### config.mk
export PLATFORM = sky130hd
export DESIGN_NAME = isrq_cfg_regs
export DESIGN_NICKNAME = d
export VERILOG_FILES = /design/src/rtl/core/int8_sum_reduce_requantize_assert.svh /design/src/rtl/core/isrq_pkg.sv /design/src/rtl/core/isrq_cfg_regs.sv
export SDC_FILE = /design/constraint.sdc
export NUM_CORES = 1
export LEC_CHECK = 0
export BUFFER_PORTS_ARGS = -buffer_cell sky130_fd_sc_hd__buf_4
export CAP_MARGIN = 20
export CELL_PAD_IN_SITES_DETAIL_PLACEMENT = 1
export CELL_PAD_IN_SITES_GLOBAL_PLACEMENT = 2
export CORE_MARGIN = 1.5
export CORE_UTILIZATION = 26
export DETAILED_ROUTE_END_ITERATION = 16
export GPL_ROUTABILITY_DRIVEN = 0
export PLACE_DENSITY_LB_ADDON = 0.25
export REMOVE_ABC_BUFFERS = 1
export SLEW_MARGIN = 15
export SYNTH_ARGS = -nofsm -noshare
export SYNTH_HDL_FRONTEND = slang
export SYNTH_SLANG_ARGS = --single-unit
### constraint.sdc
create_clock -name clk -period 0.94 [get_ports clk]
set_input_delay 0.188 -clock clk [delete_from_list [all_inputs] [get_ports clk]]
set_output_delay 0.188 -clock clk [all_outputs]
set_load 0.02 [all_outputs]
### src/rtl/core/int8_sum_reduce_requantize_assert.svh
// Assertion macros shared by the int8 sum/requantize RTL.
// Each macro expects signals named clk and rst in the including scope.
`ifndef INT8_SUM_REDUCE_REQUANTIZE_ASSERT_SVH
`define INT8_SUM_REDUCE_REQUANTIZE_ASSERT_SVH

// same-cycle implication
`define ISRQ_ASSERT_NOW(label, ante, cons, msg) \
  label: assert property (@(posedge clk) disable iff (rst) (ante) |-> (cons)) else $error(msg);

// next-cycle implication
`define ISRQ_ASSERT_NEXT(label, ante, cons, msg) \
  label: assert property (@(posedge clk) disable iff (rst) (ante) |=> (cons)) else $error(msg);

`endif

### src/rtl/core/isrq_pkg.sv
// Shared types and constants for the int8 sum/requantize block.
// No dependencies; imported by every module of the block.
package isrq_pkg;

  parameter int ACC_WIDTH_DEF = 32;
  parameter int WORD_W        = 32;
  parameter int CFG_IDX_W     = 2;
  parameter int CFG_DATA_W    = 32;
  parameter int OUT_MAX       = 127;
  parameter int OUT_MIN       = -128;

  parameter logic [30:0] MULT_RESET = 31'h4000_0000;

  typedef enum logic [CFG_IDX_W-1:0] {
    REG_IN_ZP  = 2'd0,
    REG_OUT_ZP = 2'd1,
    REG_MULT   = 2'd2,
    REG_SHIFT  = 2'd3
  } cfg_idx_t;

  typedef struct packed {
    logic signed [7:0] in_zp;
    logic signed [7:0] out_zp;
    logic [30:0]       mult;
    logic signed [5:0] shift;
  } cfg_t;

  // handshake and occupancy of the requantize pipeline
  typedef struct packed {
    logic take;
    logic scaled_valid;
    logic prod_valid;
  } pipe_status_t;

endpackage

### src/rtl/core/isrq_cfg_regs.sv
// Configuration register file: zero points, multiplier and shift.
// Depends on isrq_pkg.
module isrq_cfg_regs (
  input  logic                             clk,
  input  logic                             rst,
  input  logic                             wr_en,
  input  logic [isrq_pkg::CFG_IDX_W-1:0]   wr_index,
  input  logic [isrq_pkg::CFG_DATA_W-1:0]  wr_data,
  output isrq_pkg::cfg_t                   cfg
);
  import isrq_pkg::*;

  cfg_t regs;

  always_ff @(posedge clk) begin
    if (rst) begin
      regs.in_zp  <= '0;
      regs.out_zp <= '0;
      regs.mult   <= MULT_RESET;
      regs.shift  <= '0;
    end else if (wr_en) begin
      case (cfg_idx_t'(wr_index))
        REG_IN_ZP:  regs.in_zp  <= wr_data[7:0];
        REG_OUT_ZP: regs.out_zp <= wr_data[7:0];
        REG_MULT:   regs.mult   <= wr_data[30:0];
        REG_SHIFT:  regs.shift  <= wr_data[5:0];
        default: ;
      endcase
    end
  end

  assign cfg = regs;

endmodule

==> run metrics, run 1 <==
status=finished with violations; failing checks=setup timing; Slew Viols, Final=0; # IOs=90; Worst R2R End=cfg[21]; Initial Utilization=27.0%; Worst Tran Pin Value=0.434 ns; cell family with most CP delay=flip-flops; area of the die=0.00914 mm^2; most frequent cells in the layout=nand2b_1 (82), buf_6 (54), mux2i_1 (53), dfxtp_2 (53), buf_4 (52); Area Overhead vs Synth=56.9%; WP buf/inv=1; critical-path cell list=buf_6; sequential share of the synthesized area=47.6%; clock sinks=53; Initial DRT Pass Iterations=4; Max Cap Viol=0; hold depth=3; Final #Nets=349; clk_skew=0 ns; pin count of the biggest net entering global routing=85; initial antenna violation count=0; hold_ws=0.143 ns; hold_sp=wr_data[20]; H-Tree Depth=2; drt via density=4.17; most common cell after layout, fill and taps aside=nand2b_1; Max Fclk=1.03 GHz; clock-pin slew on the worst setup and hold paths=0.09 ns; Hold Crit Endpoint=cfg[26]; period utilisation layout=103%; Rel. slew slack=71.1%; # diodes=0; Final Hold Vio Count=0; first-pass GRT wire length=8540 um; Yosys cell types=11; synth warn=0; Vias=1745; worst endpoint required time=0.75 ns; Initial DRC Count=42; dpl hpwl=3740 um; CTS tree=done; Crit Path Max Fanout=2; clk buf depth=2; Synth Register Bits=53; Site Rows=33; Setup crit start kind=flop; r2r startpoint=cfg[21]; Core ar.=0.00826 mm^2; final setup fails=43; Placed Area=0.00306 mm^2; leakage power=0.00157 uW; WL/cell=13.4 um; Place WS=-0.285 ns; CTS root buffer=clkbuf_8; PnR worst setup slack=-0.0277 ns; Clock Latency Late Sink=0.29 ns; worst reg2reg setup slack=0.13 ns; Final Critical Period=0.968 ns; # port buffers=88; Avg Cell Area, Syn=10.6 um^2; number of global-route vias before repair=1757; PwrDens=1250 mW/mm^2; share of post-route cells with drive strength above 1=54.3%; cell count of the worst reg-to-reg path=4; Critical Path AT=0.78 ns; CTS Buf Count=5; Die Wd=95.6 um; total grt overflow=0; largest stage delay on the critical path=0.36 ns; max FFs per register=53; post-layout instance area=0.00350 mm^2; endpoint class of the critical path=primary output; unrepaired setup endpoints after global routing=true; kind of critical path=flop to primary output; Mapped Cells=210; total track usage=12.2%; ANT nets after route=0; drc violations=0; height of the die=95.6 um; crit path max-delay cell type=dfxtp_2; final WL=5620 um; Synth Cell Area=0.00223 mm^2; Max VDD drop=0.568 mV; Hold Path Class=input pin to flop
layer usage:
metal  wire length, um  GRT usage [%]
met4                73           3.68
met1              2510           15.4
met5                 0              0
met2              2790           20.2
met3               250           2.95
synthesized netlist by cell type:
library cell | number | area [um^2]
nand2b_1 | 82 | 513
dfxtp_1 | 53 | 1060
mux2i_1 | 53 | 531
clkbuf_1 | 9 | 33.8
buf_2 | 3 | 15.0
and3b_1 | 2 | 17.5
buf_6 | 2 | 22.5
nand3b_1 | 2 | 15.0
nor2_1 | 2 | 7.51
nand3_1 | 1 | 5.00
or3b_1 | 1 | 8.76
cell type report:
| type | instances | area (um^2) |
|---|---|---|
| Clock buffer | 6 | 72.6 |
| Multi-Input combinational cell | 143 | 1100 |
| Sequential cell | 53 | 1130 |
| Timing Repair Buffer | 109 | 1060 |
| Tap cell | 105 | 131 |
| Fill cell | 945 | 4760 |
| Clock inverter | 2 | 10.0 |
worst max-delay path by stage:
stage                      startpoint  endpoint  depth (start not counted)
after CTS                     cfg[13]   cfg[13]                          1
after floorplan           wr_index[0]   cfg[12]                          2
after detailed placement          rst   cfg[41]                          3
after global placement            rst   cfg[37]                          3
final                         cfg[37]   cfg[37]                          1
after global routing          cfg[37]   cfg[37]                          1
per-stage QoR:
step                total power (uW)  std cells  utilization [%]  TNS [ns]
floorplan                       2730        196                -    -14.26
global placement                3090        398             37.0    -10.02
detailed placement              3100        398             37.0    -10.90
CTS                             4450        411             41.7     -1.33
global route                    4610        418             42.4     -2.54
finish                          4370        418             42.4    -0.391
report_power, final:
group	leakage [uW]	internal, uW	switching, uW
logic	0.00107	426	313
registers	0.000454	2340	58.7
clock network	0.0000450	518	716
total	0.00157	3280	1090
cell families after synthesis:
logic type / share of synthesized area, %
flip-flops: 47.6
multiplexers: 23.8
buffers and inverters: 3.20
AND/OR/NAND/NOR: 25.4
timing repair:
action	4_1_cts	5_1_grt
hold buffers	0	0
pin swaps	0	0
endpoints found under the setup margin	53	64
gates resized for setup	106	1
hold endpoints to repair	0	0
buffers inserted	5	7
No activity file was read; power rests on OpenSTA's default activity.
==> run 2, diff against run 1 <==
CORE_UTILIZATION = 27   (was 26)
CTS_BUF_LIST = sky130_fd_sc_hd__clkbuf_8   (was unset)
RECOVER_POWER = 100   (was unset)
==> run metrics, run 2 (same netlist as run 1, synthesis figures left out) <==
status=finished with violations; failing checks=setup timing; number of global-route vias before repair=1866; Area Overhead vs Synth=58.4%; worst endpoint required time=0.75 ns; # IOs=90; kind of critical path=flop to primary output; final WL=5770 um; Die Wd=93.9 um; CTS tree=done; Final #Nets=360; Vias=1813; area of the die=0.00881 mm^2; Final Critical Period=0.975 ns; ANT nets after route=0; origin of the worst setup path=cfg[45]; Worst Tran Pin Value=0.322 ns; PnR worst setup slack=-0.0350 ns; WL/cell=13.5 um; Site Rows=32; pin count of the biggest net entering global routing=34; Final Hold Vio Count=0; hold buffers post-CTS=0; total track usage=13.0%; largest stage delay on the critical path=0.36 ns; clk_skew=0 ns; Initial DRC Count=47; r2r startpoint=cfg[30]; critical-path cell list=buf_6; Setup crit start kind=flop; routing usage on met3=3.88%; max FFs per register=53; Clock Latency Late Sink=0.31 ns; final setup fails=53; total grt overflow=0; Logic pwr share=16.6%; Core ar.=0.00785 mm^2; clock sinks=53; initial antenna violation count=0; unrepaired setup endpoints after global routing=true; Initial Utilization=28.4%; Slew Viols, Final=0; clk buf depth=2; most common cell after layout, fill and taps aside=nand2b_1; H-Tree Depth=2; leakage power=0.00159 uW; busiest grt layer=met2; WP buf/inv=1; M1 GR Usage=15.7%; Sw Share=26.1%; height of the die=93.9 um; drt via density=4.26; Placed Area=0.00310 mm^2; share of post-route cells with drive strength above 1=54.6%; PwrDens=1260 mW/mm^2; Pint=3300 uW; drc violations=0; clock share of power=29.7%; # diodes=0; NetSw=1170 uW; crit path max-delay cell type=dfxtp_2; Critical Path AT=0.79 ns; routing usage on met2=22.2%; Hold Path Class=input pin to flop; post-layout instance area=0.00353 mm^2; Max VDD drop=0.654 mV; most frequent cells in the layout=nand2b_1 (82), buf_4 (55), buf_6 (54), mux2i_1 (53), dfxtp_2 (53); Core Util, Final=45.0%; Max Cap Viol=0; cell family with most CP delay=flip-flops; first-pass GRT wire length=8880 um; Crit Path Max Fanout=2; endpoint class of the critical path=primary output; Max Fclk=1.03 GHz; hold_sp=wr_data[10]; CTS Buf Count=5; clock-pin slew on the worst setup and hold paths=0.11 ns; CTS root buffer=clkbuf_8; Initial DRT Pass Iterations=4; Rel. slew slack=78.5%; # port buffers=88; dpl hpwl=3900 um; sequential power share=53.7%; period utilisation layout=104%
-- run 2: changes by cell type in the layout (fill, tap and decap cells not counted) --
cell / before / now
clkbuf_4: 0 / 1
clkbuf_2: 0 / 4
inv_6: 0 / 1
clkinvlp_4: 0 / 1
buf_12: 3 / 1
clkbuf_1: 1 / 5
buf_4: 52 / 55
clkinv_2: 2 / 1
-- run 2: layout make-up --
class	count	area (um^2)
Sequential cell	53	1130
Multi-Input combinational cell	143	1100
Tap cell	102	128
Clock buffer	5	68.8
Clock inverter	3	21.3
Timing Repair Buffer	120	1090
Fill cell	917	4320
-- run 2: layer usage --
metal  wire [um]  part of all wire [%]  vias up
li1            -                     -      904
met1        2480                    43      862
met2        2940                    51       41
met3         273                   4.7        6
met4          75                   1.3        0
met5           0                     0        -
-- run 2: final timing paths --
path	slack (ns)	cells past startpoint	end
max reg2reg	0.12	4	cfg[30]
min	0.12	3	cfg[16]
min reg2reg	0.48	2	cfg[34]
max	-0.03	1	cfg[45]
-- run 2: stage by stage --
stage / TNS [ns] / cells / worst slack [ns] / hold slack (ns) / power [uW]
after floorplan: -14.26 / 196 / -0.545 / 0.343 / 2730
after global placement: -5.21 / 398 / -0.188 / 0.446 / 3110
after detailed placement: -6.04 / 398 / -0.203 / 0.462 / 3120
after CTS: -1.85 / 412 / -0.0554 / 0.109 / 4570
after global routing: -3.25 / 426 / -0.0765 / 0.117 / 4700
final: -0.882 / 426 / -0.0350 / 0.122 / 4460
-- run 2: tightest hold or removal path, cell delays in order --
cell      delay, ns
buf_4          0.11
nand2b_1       0.05
mux2i_1        0.06
-- run 2: power by group through the flow --
stage                     sequential (uW)  clock [uW]  combinational [uW]
after CTS                            2400        1410                 762
after detailed placement             2420           0                 699
after global placement               2420           0                 687
after global routing                 2410        1490                 801
final                                2400        1320                 742
after floorplan                      2510           0                 219
-- run 2: repair_timing --
item                                    in CTS  in global routing
buffers inserted                             6                 14
pin swaps                                    0                  0
endpoints found under the hold margin        0                  0
cloned                                       0                  0
gates resized for setup                    106                  0
endpoints found under the setup margin      53                 53
